<file path="src/rtl/core/cdf_pkg.sv">
// ----------------------------------------------------------------------------
// cdf_pkg
// Shared types, state codes and saturation helper for the damped follower.
// ----------------------------------------------------------------------------
package cdf_pkg;

    typedef struct packed {
        logic signed [31:0] current_pos;
        logic signed [31:0] target_pos;
        logic        [30:0] elapsed;
    } t_in;

    typedef struct packed {
        logic signed [31:0] new_pos;
        logic signed [31:0] new_velocity;
        logic               snapped;
    } t_out;

    typedef enum logic [4:0] {
        S_IDLE,
        S_OM_GO,
        S_OM_WAIT,
        S_MUL_X,
        S_MUL_X2,
        S_MUL_X3,
        S_MUL_T1,
        S_MUL_T2,
        S_MUL_MAXD,
        S_DEN,
        S_DEC_GO,
        S_DEC_WAIT,
        S_MUL_P,
        S_ADD_A,
        S_MUL_TMP,
        S_MUL_R,
        S_ADD_B,
        S_MUL_V,
        S_MUL_Q,
        S_RES
    } t_state;

    localparam logic [0:0] CFG_SMOOTH_TIME = 1'b0;
    localparam logic [0:0] CFG_MAX_SPEED   = 1'b1;

    localparam logic signed [31:0] S32_MAX = 32'sh7FFF_FFFF;
    localparam logic signed [31:0] S32_MIN = 32'sh8000_0000;

    function automatic logic signed [31:0] sat32(input logic signed [35:0] v);
        logic signed [31:0] r;
        if (v > 36'sh0_7FFF_FFFF) begin
            r = S32_MAX;
        end else if (v < -36'sh0_8000_0000) begin
            r = S32_MIN;
        end else begin
            r = v[31:0];
        end
        return r;
    endfunction

endpackage

</file>
<file path="src/rtl/core/cdf_mul.sv">
// ----------------------------------------------------------------------------
// cdf_mul
// Shared fixed-point multiplier: exact product, round half up, saturate,
// registered result.
// ----------------------------------------------------------------------------
module cdf_mul #(
    parameter int FRAC_BITS = 16
) (
    input  logic               i_clk,
    input  logic signed [31:0] i_a,
    input  logic signed [31:0] i_b,
    output logic signed [31:0] o_p
);
    import cdf_pkg::*;

    localparam logic signed [63:0] HALF = 64'sd1 <<< (FRAC_BITS - 1);

    logic signed [63:0] w_prod;
    logic signed [63:0] w_rnd;
    logic signed [63:0] w_sh;
    logic signed [31:0] n_p;
    logic signed [31:0] r_p;

    assign w_prod = 64'(i_a) * 64'(i_b);
    assign w_rnd  = w_prod + HALF;
    assign w_sh   = w_rnd >>> FRAC_BITS;

    always_comb begin
        if (w_sh > 64'(S32_MAX)) begin
            n_p = S32_MAX;
        end else if (w_sh < 64'(S32_MIN)) begin
            n_p = S32_MIN;
        end else begin
            n_p = w_sh[31:0];
        end
    end

    always_ff @(posedge i_clk) begin
        r_p <= n_p;
    end

    assign o_p = r_p;

endmodule

</file>
<file path="config.mk">
export PLATFORM = sky130hd
export DESIGN_NAME = cdf_mul
export DESIGN_NICKNAME = d
export VERILOG_FILES = /design/src/rtl/core/cdf_pkg.sv /design/src/rtl/core/cdf_mul.sv
export SDC_FILE = /design/constraint.sdc
export NUM_CORES = 2
export LEC_CHECK = 0
export BUFFER_PORTS_ARGS = -buffer_cell sky130_fd_sc_hd__buf_2
export CORE_AREA = 2 2 343 379
export CTS_CLUSTER_SIZE = 24
export DETAILED_ROUTE_END_ITERATION = 7
export DIE_AREA = 0 0 345 381
export GPL_TIMING_DRIVEN = 0
export PLACE_DENSITY_LB_ADDON = 0.08
export SLEW_MARGIN = 20
export SYNTH_ARGS = -nofsm -noshare
export SYNTH_HDL_FRONTEND = slang
export SYNTH_SLANG_ARGS = --single-unit
</file>
<file path="constraint.sdc">
create_clock -name i_clk -period 15.9 [get_ports i_clk]
set_clock_uncertainty 0.1 [all_clocks]
set_input_delay 3.18 -clock i_clk [delete_from_list [all_inputs] [get_ports i_clk]]
set_output_delay 3.18 -clock i_clk [all_outputs]
set_load 0.01 [all_outputs]
</file>
==> flow_summary.ini <==
[status]
status = finished clean

[timing]
maxSlewHeadroom_pct = 16.8
worst_pin_slew_ps = 1250
setup_violations = 0
fin_crit_ps = 14730
finalCritPeriodShare_pct = 92.6
rsz0062_at_grt = no
drv_slew = 0
max_freq_mhz = 67.9
hold_viol_final = 0
fin_setup_tns_ps = 0

[final_layout]
nNetsFinal = 5502
fillers = 13700
synthToLayoutAreaGrowth_pct = 7.36
layout_commonest_cell = fa_1
final_cell_mix = fa_1, inv_1, nand2_1
largest_reg_flops = 32
drive_gt1_share_pct = 5.24

[min_path]
hp-class = reg -> out

[global_route]
grtUsageTotal_pct = 26.1
grt_pass1_vias = 32400
gr-total-overflow = 0
grt_first_pass_wirelength_um = 241000
grt_max_degree = 24
grt_antenna_before_repair = 19

[yosys]
synth_seq_area_share_pct = 1.69
yosys.area.top_type_share_pct = 57.0
synth_nets = 5398
ys_ff_latch = 32
synth_area_leaders = fa_1, inv_1, and2_1
synth_ff_type = dfxtp_1
synth_edf_count = 0
avgSynthCellArea_um2 = 9.32
syn_area_um2 = 38000
synthCells = 4074
async_flop_share_pct = 0
yosysTopAreaCell = fa_1
netlist-cell-type-count = 83
yosysWarnings = 0

[clock_network]
clock_sinks = 32
cts.repair.resized = 0
ctsHoldBuffers = 0
cts_buffer_depth = 2
root_buffer = clkbuf_16
cts_tree = built
htree_num_levels = 2
cts_made_buffers = 5
cts.clk_slew.worst_paths_ps = 50
postCtsSetupRepairBufs = 0

[route]
via_per_inst = 4.87
ant_nets = 0
drt_first_iter_violations = 1928
totalWireLength_um = 167000
wl_per_cell_um = 28.5
drc_errors = 0
dr.pass1.iters = 5
vias = 28600

[floorplanning]
die_w_um = 345
die_h_um = 381
ios = 97
die_area_um2 = 131000
row_count = 138
fp.coreArea_um2 = 128000
start_util_pct = 29.7

[critical_path]
crit_path_end_kind = register
crit_arrival_ps = 14770
crit_fanout = 11
critPathSlowestCell = fa_1
worst_path_most_repeated_cell = fa_1
crit_type = in -> reg
cp.required_ps = 15940
cpPeakStageDelay_ps = 1150
cp-start-kind = input port

[flow_run]
cap_violations = 0

[place]
gp_congestion = 0.944
hpwl_um = 142000
io_buffers = 96
-- through the flow --
step                      setup slack (ps)  utilization, %  hold WS (ps)  instance area, µm²  std cells
after floorplan                       4270               -          3380               38000       4074
after global placement                 662            31.7          3470               40600       5850
after detailed placement               879            31.8          3470               40600       5851
after CTS                             1170            31.9          3770               40700       5858
after global routing                   787            31.9          3790               40700       5859
final                                 1170            31.9          3760               40800       5873
-- cells by family after synthesis --
family          Yosys count  synth area share, %
compound gates          247                 4.94
xor+xnor                 56                 1.29
fa+ha+maj              1259                 62.9
buf+inv                1166                 11.7
flops                    32                 1.69
mux                       3               0.0890
simple gates           1311                 17.4
-- worst paths after layout --
check / startpoint / endpoint / slack, ps / depth (start not counted)
worst min-delay path: o_p[8] / o_p[8] / 3760 / 1
worst max-delay path: i_a[31] / o_p[17] / 1170 / 26
-- critical path, delay by kind of cell --
family / cells / cell delay (ps)
buffers and inverters: 7 / 2550
AND/OR/NAND/NOR: 3 / 1430
AO/OA/AOI/OAI: 7 / 2070
adder cells (fa/ha/maj): 9 / 5460
-- layer usage --
metal / track usage [%] / wire length, µm
met1: 32.9 / 68000
met2: 45.4 / 82000
met3: 2.51 / 8090
met4: 11.2 / 9260
met5: 0 / 61
-- synth_stat cells (8+ instances only) --
cell,number
nand2b_1,14
a21oi_1,62
a211oi_1,8
xor2_1,19
a21o_1,13
o21bai_1,9
buf_2,21
o211ai_2,31
ha_1,177
dfxtp_1,32
o21ai_0,37
nor4_1,10
xnor2_1,37
fa_1,1082
and2_1,516
clkbuf_1,208
nor2_1,62
nor3_1,15
nand4_1,29
inv_1,928
nand2_1,574
and3_1,10
nand3_1,45
a31oi_1,8
o211ai_1,9
-- layout make-up --
| type | count | area (µm²) | area share, % |
|---|---|---|---|
| plain buffers | 237 | 983 | 2.41 |
| flip-flops and latches | 32 | 641 | 1.57 |
| inverters | 929 | 3490 | 8.55 |
| clock buffers | 6 | 129 | 0.316 |
| clock inverters | 1 | 5.00 | 0.0123 |
| well taps | 1680 | 2100 | 5.16 |
| multi-input cells | 2876 | 32900 | 80.7 |
| repair buffers | 97 | 495 | 1.22 |
| diodes | 15 | 37.5 | 0.0921 |
Power is left out: the tool's default activity adds up to more than one toggle a clock period on the data nets, which glitch-free logic cannot reach.
