`src/rtl/core/cdf_pkg.sv`:
```
// ----------------------------------------------------------------------------
// cdf_pkg
// Shared types, state codes and saturation helper for the damped follower.
// ----------------------------------------------------------------------------
package cdf_pkg;

    typedef struct packed {
        logic signed [31:0] current_pos;
        logic signed [31:0] target_pos;
        logic        [30:0] elapsed;
    } t_in;

    typedef struct packed {
        logic signed [31:0] new_pos;
        logic signed [31:0] new_velocity;
        logic               snapped;
    } t_out;

    typedef enum logic [4:0] {
        S_IDLE,
        S_OM_GO,
        S_OM_WAIT,
        S_MUL_X,
        S_MUL_X2,
        S_MUL_X3,
        S_MUL_T1,
        S_MUL_T2,
        S_MUL_MAXD,
        S_DEN,
        S_DEC_GO,
        S_DEC_WAIT,
        S_MUL_P,
        S_ADD_A,
        S_MUL_TMP,
        S_MUL_R,
        S_ADD_B,
        S_MUL_V,
        S_MUL_Q,
        S_RES
    } t_state;

    localparam logic [0:0] CFG_SMOOTH_TIME = 1'b0;
    localparam logic [0:0] CFG_MAX_SPEED   = 1'b1;

    localparam logic signed [31:0] S32_MAX = 32'sh7FFF_FFFF;
    localparam logic signed [31:0] S32_MIN = 32'sh8000_0000;

    function automatic logic signed [31:0] sat32(input logic signed [35:0] v);
        logic signed [31:0] r;
        if (v > 36'sh0_7FFF_FFFF) begin
            r = S32_MAX;
        end else if (v < -36'sh0_8000_0000) begin
            r = S32_MIN;
        end else begin
            r = v[31:0];
        end
        return r;
    endfunction

endpackage

```
`src/rtl/core/cdf_div.sv`:
```
// ----------------------------------------------------------------------------
// cdf_div
// Restoring divider, one quotient bit per cycle, quotient saturated to the
// signed 32-bit maximum.
// ----------------------------------------------------------------------------
module cdf_div #(
    parameter int DW = 35
) (
    input  logic               i_clk,
    input  logic               i_rst_n,
    input  logic               i_start,
    input  logic [DW-1:0]      i_num,
    input  logic [30:0]        i_den,
    output logic               o_busy,
    output logic               o_done,
    output logic signed [31:0] o_quo
);
    import cdf_pkg::*;

    localparam int CW = $clog2(DW + 1);

    logic          r_busy;
    logic          r_done;
    logic [CW-1:0] r_cnt;
    logic [DW-1:0] r_num;
    logic [30:0]   r_rem;
    logic [30:0]   r_den;
    logic [31:0]   w_trial;
    logic [31:0]   w_diff;
    logic          w_ge;

    assign w_trial = {r_rem, r_num[DW-1]};
    assign w_ge    = w_trial >= {1'b0, r_den};
    assign w_diff  = w_trial - {1'b0, r_den};

    always_ff @(posedge i_clk) begin
        if (!i_rst_n) begin
            r_busy <= 1'b0;
            r_done <= 1'b0;
            r_cnt  <= '0;
        end else begin
            r_done <= r_busy && (r_cnt == CW'(DW - 1));
            if (i_start && !r_busy) begin
                r_busy <= 1'b1;
                r_cnt  <= '0;
            end else if (r_busy) begin
                r_cnt <= r_cnt + 1'b1;
                if (r_cnt == CW'(DW - 1)) begin
                    r_busy <= 1'b0;
                end
            end
        end
    end

    always_ff @(posedge i_clk) begin
        if (i_start && !r_busy) begin
            r_num <= i_num;
            r_den <= i_den;
            r_rem <= '0;
        end else if (r_busy) begin
            r_rem <= w_ge ? w_diff[30:0] : w_trial[30:0];
            r_num <= {r_num[DW-2:0], w_ge};
        end
    end

    assign o_busy = r_busy;
    assign o_done = r_done;
    assign o_quo  = (|r_num[DW-1:31]) ? S32_MAX : $signed({1'b0, r_num[30:0]});

endmodule

```
`config.mk`:
```
export PLATFORM = sky130hd
export DESIGN_NAME = cdf_div
export DESIGN_NICKNAME = d
export VERILOG_FILES = /design/src/rtl/core/cdf_pkg.sv /design/src/rtl/core/cdf_div.sv
export SDC_FILE = /design/constraint.sdc
export NUM_CORES = 1
export LEC_CHECK = 0
export BUFFER_PORTS_ARGS = -buffer_cell sky130_fd_sc_hd__buf_2
export CAP_MARGIN = 25
export CORE_ASPECT_RATIO = 1.2
export CORE_UTILIZATION = 60
export DETAILED_ROUTE_END_ITERATION = 6
export PLACE_DENSITY_LB_ADDON = 0.2
export SYNTH_ARGS = -nofsm -noshare
export SYNTH_HDL_FRONTEND = slang
export SYNTH_SLANG_ARGS = --single-unit
```
`constraint.sdc`:
```
create_clock -name i_clk -period 4.2 [get_ports i_clk]
set_input_delay 0.21 -clock i_clk [delete_from_list [all_inputs] [get_ports i_clk]]
set_output_delay 0.21 -clock i_clk [all_outputs]
set_load 0.005 [all_outputs]
```
==> key figures, run 1 <==
Finish
  – Commonest non-fill, non-tap cell in the layout: buf_2
  – Diodes inserted: 0
  – Commonest cells after routing, fill and taps aside: buf_2, edfxtp_1, nand2_1, inv_1, dfxtp_1
  – Final std cells w/o fill: 823
  – Filler cell count: 702
  – P&R area growth vs syn: 15.4%
  – Design area: 6950 um^2
  – Share of layout cells above drive strength 1: 24.1%
  – Final Util: 72.3%
  – Nets: 798

CTS
  – Clk root buf: clkbuf_16
  – CTS Sinks: 105
  – Post-CTS sizing: 0
  – Clock slew at reported path FFs: 0.07 ns
  – CTS HTree Levels: 3
  – Postcts setup bufs: 0
  – CTS Buf Count: 9
  – CTS tree: done
  – Cts hold-fix bufs: 0
  – Later-pin clock latency in the skew report: 0.35 ns
  – Clk buf depth: 2

Placed design
  – Count of input and output buffers: 101
  – Placed cell area: 6660 um^2
  – HPWL after DPL: 9470 um
  – GPL Wtd Cong: 0.932
  – Pre-CTS setup slack: 1.17 ns
  – Inst Count DP: 807

Worst setup path
  – Worst EP arrival: 3.28 ns
  – Crit path launch type: flip-flop
  – Crit path max-delay family: compound AO/OA/AOI/OAI gates
  – Worst r2r src: r_num[34]
  – Slowest-stage cell, CP: fa_1
  – Worst reg-to-reg setup slack: 1.15 ns
  – CP endpoint kind: flip-flop
  – Crit-path cells: inv_1 > ha_1 > fa_1 > and2b_1 > o2111a_2 > o21a_4 > o21bai_1 > a21o_1 > a21oi_2 > buf_4 > mux2_1 > a22oi_1 > o21ai_1
  – Worst Path Buf+Inv: 2
  – Crit path kind: reg2reg
  – Crit-path max cell delay: 0.41 ns
  – Worst endpoint required time: 4.43 ns
  – R2R Path End: r_rem[27]
  – Critical Path Fanout Max: 17
  – Worst-case reg-to-reg path depth: 13

Flow run
  – Max Cap Viol: 0

Hold path
  – Hold Crit Class: in2reg
  – Worst Hold Launch: i_den[28]
  – Hold endpoint: r_den[28]
  – Hold Path Cell Cnt: 1

Drt
  – Router iterations before antenna repair: 5
  – DRC Markers: 0
  – DR iter-0 viols: 244
  – Via count: 4754
  – Routed WL: 13200 um
  – ANT nets after route: 0
  – Via density: 5.78
  – WL per Instance: 16.0 um

Global routing
  – Grt total ovfl: 0
  – Global Route Usage Sum: 26.6%
  – Largest net degree at the start of global routing: 38
  – First-pass GRT wire length: 21900 um
  – Antenna violations before repair: 0
  – Vias in the first global route: 4835

Timing
  – Tmin final: 3.05 ns
  – Setup tns final: 0 ns
  – Tcrit/Tclk final: 72.6%
  – PnR worst setup slack: 1.15 ns
  – Skew final: 0.00781 ns
  – Slew headroom: 41.8%
  – Slew Limit Fails: 0
  – Max Freq: 328 MHz
  – Final setup viols: 0
  – Fin. Hold Viols: 0
  – Tightest Pin Transition: 0.870 ns
  – Setup repair after global routing missed its margin: no

Die
  – Die area: 10400 um^2
  – Core footprint: 9610 um^2
  – Initial Utilization: 62.6%
  – Die H: 112 um
  – Row count: 39
  – Total I/O pin count: 103
  – DIE WIDTH: 93.4 um

Synthesis
  – Post-synth ARST share: 0%
  – Synth Area per Inst: 10.1 um^2
  – Synth Instances: 597
  – Net Count, Synth: 700
  – Warnings from Yosys: 0
  – Library cells used by synthesis: 60
  – Top FF cell, synth: edfxtp_1
  – Number of synthesized flops with an enable pin: 66
  – Register area share after synthesis: 45.9%
  – Post-Syn Area: 6020 um^2
  – Synth Register Bits: 105

Pwr
  – Maximum VDD drop: 0.000245 V
  – Pwr Density: 337 nW/um^2
  – LEAKAGE: 2.79 nW

Status
  – Status: finished clean
final cells by class:
class | instances | area, um^2 | share of cell area [%]
multi-input cells | 424 | 3000 | 43.1
flip-flops and latches | 105 | 2760 | 39.8
repair buffers | 110 | 573 | 8.25
clock buffers | 12 | 246 | 3.55
inverters | 45 | 169 | 2.43
well taps | 123 | 154 | 2.22
clock inverters | 4 | 45.0 | 0.648
cell families (layout without fill, tap and decap cells):
| kind of cell | Yosys count | after routing | share of synthesized area [%] |
|---|---|---|---|
| xor gates and xnor gates | 29 | 29 | 4.22 |
| DFF | 105 | 105 | 45.9 |
| other | 1 | 1 | 0.0623 |
| muxes | 49 | 49 | 8.92 |
| adders and majority gates | 34 | 34 | 7.19 |
| buffers and inverters | 68 | 171 | 4.57 |
| AOI/OAI and AO/OA | 148 | 148 | 15.7 |
| and+or+nand+nor | 163 | 163 | 13.4 |
worst max path at each step:
| stage | from | endpoint | slack, ns | cells past startpoint |
|---|---|---|---|---|
| after floorplan | r_num[34] | r_rem[15] | 1.44 | 13 |
| after global placement | r_num[34] | r_rem[27] | 1.27 | 13 |
| after detailed placement | r_num[34] | r_rem[27] | 1.17 | 13 |
| after CTS | r_num[34] | r_rem[27] | 1.15 | 13 |
| after global routing | r_num[34] | r_rem[27] | 0.98 | 13 |
| final | r_num[34] | r_rem[27] | 1.15 | 13 |
sequential cells by signal, indices dropped and copies added (netlist names):
register  count
r_cnt         6
o_busy        1
o_done        1
r_num        35
r_rem        31
r_den        31
cell usage after synthesis (2+ instances only):
cell       number  area (um^2)
a21o_1          5         37.5
xor2_1          9         78.8
nor2b_1         4         25.0
nor2_1         29          109
o21ai_1        28          140
a311oi_1        2         17.5
nor3_1          7         35.0
o211ai_1        8         60.1
o21bai_1        4         30.0
nand3_1        11         55.1
buf_4           2         15.0
and3_1          4         25.0
edfxtp_1       66         1980
nand2_1        52          195
buf_2           4         20.0
ha_1           33          413
o21ai_0        22          110
dfxtp_1        39          781
a211oi_1        2         15.0
nand2b_1       34          213
a22oi_1         7         52.6
mux2_2         36          405
mux2i_1        12          120
a21oi_1        32          160
o21a_1         11         82.6
a41oi_1         2         17.5
nand4_1         5         31.3
o2111ai_1       2         17.5
a32o_1          3         30.0
xnor2_1        20          175
nor4_1          3         18.8
inv_1          45          169
clkbuf_1       15         56.3
a31oi_1         5         31.3
and2_1          3         18.8
o31ai_1         7         52.6
per-layer routing:
layer / vias to the layer above / share of wire (%) / GRT usage (%) / wire length, um
met4: 0 / 1.5 / 10.1 / 191
li1: 2349 / - / - / -
met2: 140 / 51 / 44.8 / 6660
met5: - / 0 / 0 / 0
met1: 2245 / 42 / 33.0 / 5570
met3: 20 / 5.6 / 6.15 / 731
through the flow:
step	hold WS (ns)	power [mW]
floorplan	0.309	1.42
global placement	0.386	1.51
detailed placement	0.388	1.52
CTS	0.0286	2.35
global route	0.0243	2.42
finish	0.0370	2.34
where the power goes:
group	total (mW)	internal [mW]	switching [mW]
registers	1.21	1.18	0.0303
clock network	0.839	0.476	0.363
logic	0.293	0.139	0.153
total	2.34	1.79	0.546
Power figures use the tool's default switching activity.
==> run 2: changes to the inputs <==
Settings changed: CORE_UTILIZATION 60 to 51.
Clock period 4.2 ns to 2.5 ns, I/O delays scaled along.
==> run 2 against run 1 <==
The run now ends with negative setup slack left; critical path depth unchanged; non-clock buffer count increased by 94; global-route usage decreased by 2.0 points; clock skew increased by 0.0036 ns; core utilization decreased by 3.0 points.
==> key figures, run 2 (synthesis gave the netlist of run 1 again) <==
Pwr
  – Pwr Density: 505 nW/um^2
  – LEAKAGE: 3.29 nW
  – Net Sw Frac: 23.7%
  – Combinational share of power: 15.0%
  – Maximum VDD drop: 0.000421 V
  – Flop pwr share: 50.3%
  – Switching pwr: 956 uW
  – Clock power frac: 34.7%
  – Pint: 3.07 mW

CTS
  – CTS Buf Count: 9
  – Clock slew at reported path FFs: 0.07 ns
  – CTS Sinks: 105
  – Clk root buf: clkbuf_16
  – Clk buf depth: 2
  – CTS tree: done
  – Later-pin clock latency in the skew report: 0.35 ns
  – CTS HTree Levels: 3

Drt
  – Routed WL: 14300 um
  – ANT nets after route: 0
  – DR iter-0 viols: 192
  – WL per Instance: 15.0 um
  – Via count: 5135
  – Via density: 5.40
  – DRC Markers: 0
  – Router iterations before antenna repair: 5

Timing
  – Setup repair after global routing missed its margin: yes
  – Final setup viols: 32
  – Setup tns final: -4.30 ns
  – Slew headroom: 63.8%
  – Tmin final: 2.77 ns
  – Max Freq: 361 MHz
  – Fin. Hold Viols: 0
  – Tcrit/Tclk final: 111%
  – PnR worst setup slack: -0.272 ns
  – Slew Limit Fails: 0
  – Tightest Pin Transition: 0.542 ns
  – Skew final: 0.0114 ns

Worst setup path
  – Crit path launch type: flip-flop
  – Slowest-stage cell, CP: edfxtp_1
  – Worst Path Buf+Inv: 2
  – Crit path kind: reg2reg
  – Critical Path Fanout Max: 4
  – Worst-case reg-to-reg path depth: 13
  – CP endpoint kind: flip-flop
  – Worst endpoint required time: 2.73 ns
  – Setup crit start: r_num[34]
  – Crit-path cells: inv_1 > ha_2 > fa_2 > and2b_1 > o2111a_2 > o21a_4 > o21bai_4 > a21o_1 > a21oi_4 > clkbuf_4 > or2_2 > a31oi_2 > nor3_2
  – Worst r2r src: r_num[34]
  – R2R Path End: r_rem[29]
  – Worst reg-to-reg setup slack: -0.27 ns
  – CP endpoint: r_rem[29]
  – Worst EP arrival: 3.00 ns
  – Crit-path max cell delay: 0.38 ns
  – Crit path max-delay family: compound AO/OA/AOI/OAI gates
  – Crit path depth: 13

Global routing
  – Global Route Usage Sum: 24.5%
  – Antenna violations before repair: 0
  – GR Util met1: 29.3%
  – First-pass GRT wire length: 23600 um
  – GRT met2 Usage: 41.5%
  – Grt total ovfl: 0
  – Largest net degree at the start of global routing: 49
  – Most used routing layer in global routing: met2
  – Met3 Use GR: 5.82%
  – Vias in the first global route: 5216

Die
  – Total I/O pin count: 103
  – Die area: 12200 um^2
  – Row count: 43
  – Initial Utilization: 52.3%
  – DIE WIDTH: 101 um
  – Core footprint: 11500 um^2
  – Die H: 121 um

Status
  – Status: finished, violations left
  – Failing checks: negative setup slack

Finish
  – Largest regs: r_num x35, r_den x31, r_rem x31
  – P&R area growth vs syn: 32.4%
  – Commonest non-fill, non-tap cell in the layout: buf_2
  – Max reg flops: 35
  – Commonest cells after routing, fill and taps aside: buf_2, buf_4, edfxtp_1, nand2_1, inv_1
  – Final std cells w/o fill: 951
  – Diodes inserted: 0
  – Nets: 892
  – Biggest register: r_num
  – Share of layout cells above drive strength 1: 32.2%

Placed design
  – Inst Count DP: 900
  – HPWL after DPL: 10200 um
  – GPL Wtd Cong: 0.898
  – Count of input and output buffers: 101

Flow run
  – Max Cap Viol: 0

Hold path
  – Hold Crit Class: in2reg
[run 2: worst min path at each step]
stage,endpoint,start,slack [ns],cells after the start
6_report,o_busy,i_rst_n,0.02,3
3_3_place_gp,r_den[13],i_den[13],0.30,1
5_1_grt,o_busy,i_rst_n,0.03,3
2_1_floorplan,r_den[0],i_den[0],0.22,0
4_1_cts,o_busy,i_rst_n,0.009,3
3_5_place_dp,r_den[28],i_den[28],0.30,1
[run 2: power by group through the flow]
stage	sequential, mW	clock (mW)	combinational [mW]
floorplan	2.05	0	0.338
global placement	2.06	0	0.534
detailed placement	2.06	0	0.550
CTS	2.03	1.43	0.597
global route	2.04	1.49	0.664
finish	2.02	1.40	0.605
[run 2: per-stage QoR]
stage | power (mW) | setup WS, ns | area, um^2 | util, % | hold slack, ns
6_report | 4.03 | -0.272 | 7970 | 69.2 | 0.0167
5_1_grt | 4.20 | -0.369 | 7970 | 69.2 | 0.0278
4_1_cts | 4.05 | -0.246 | 7880 | 68.4 | 0.00910
3_5_place_dp | 2.61 | -0.337 | 7170 | 62.3 | 0.303
3_3_place_gp | 2.59 | -0.227 | 7170 | 62.3 | 0.301
2_1_floorplan | 2.38 | -0.179 | 6040 | - | 0.224
[run 2: area by class of cell]
class,instances,area [um^2]
repair buffers,204,1400
clock inverters,6,56.3
well taps,157,196
multi-input cells,424,3160
flip-flops and latches,105,2760
clock buffers,10,229
inverters,45,169
fillers,918,3540
[run 2: tightest hold or removal path: cells and delay by family]
family	cells	cell delay (ns)
compound gates	1	0.03
buf+inv	1	0.11
simple gates	1	0.05
[run 2: timing repair]
item / 4_1_cts / 5_1_grt
setup endpoints to repair: 32 / 32
gates cloned: 1 / 0
pin swaps: 8 / 7
resized for setup: 22 / 18
hold buffers: 31 / 0
setup buffers: 2 / 1
endpoints found under the hold margin: 31 / 0
[run 2: metal layers]
metal,vias to the layer above,wire [um]
met2,157,7080
met3,40,692
met5,-,0
met4,0,414
li1,2528,-
met1,2410,6060
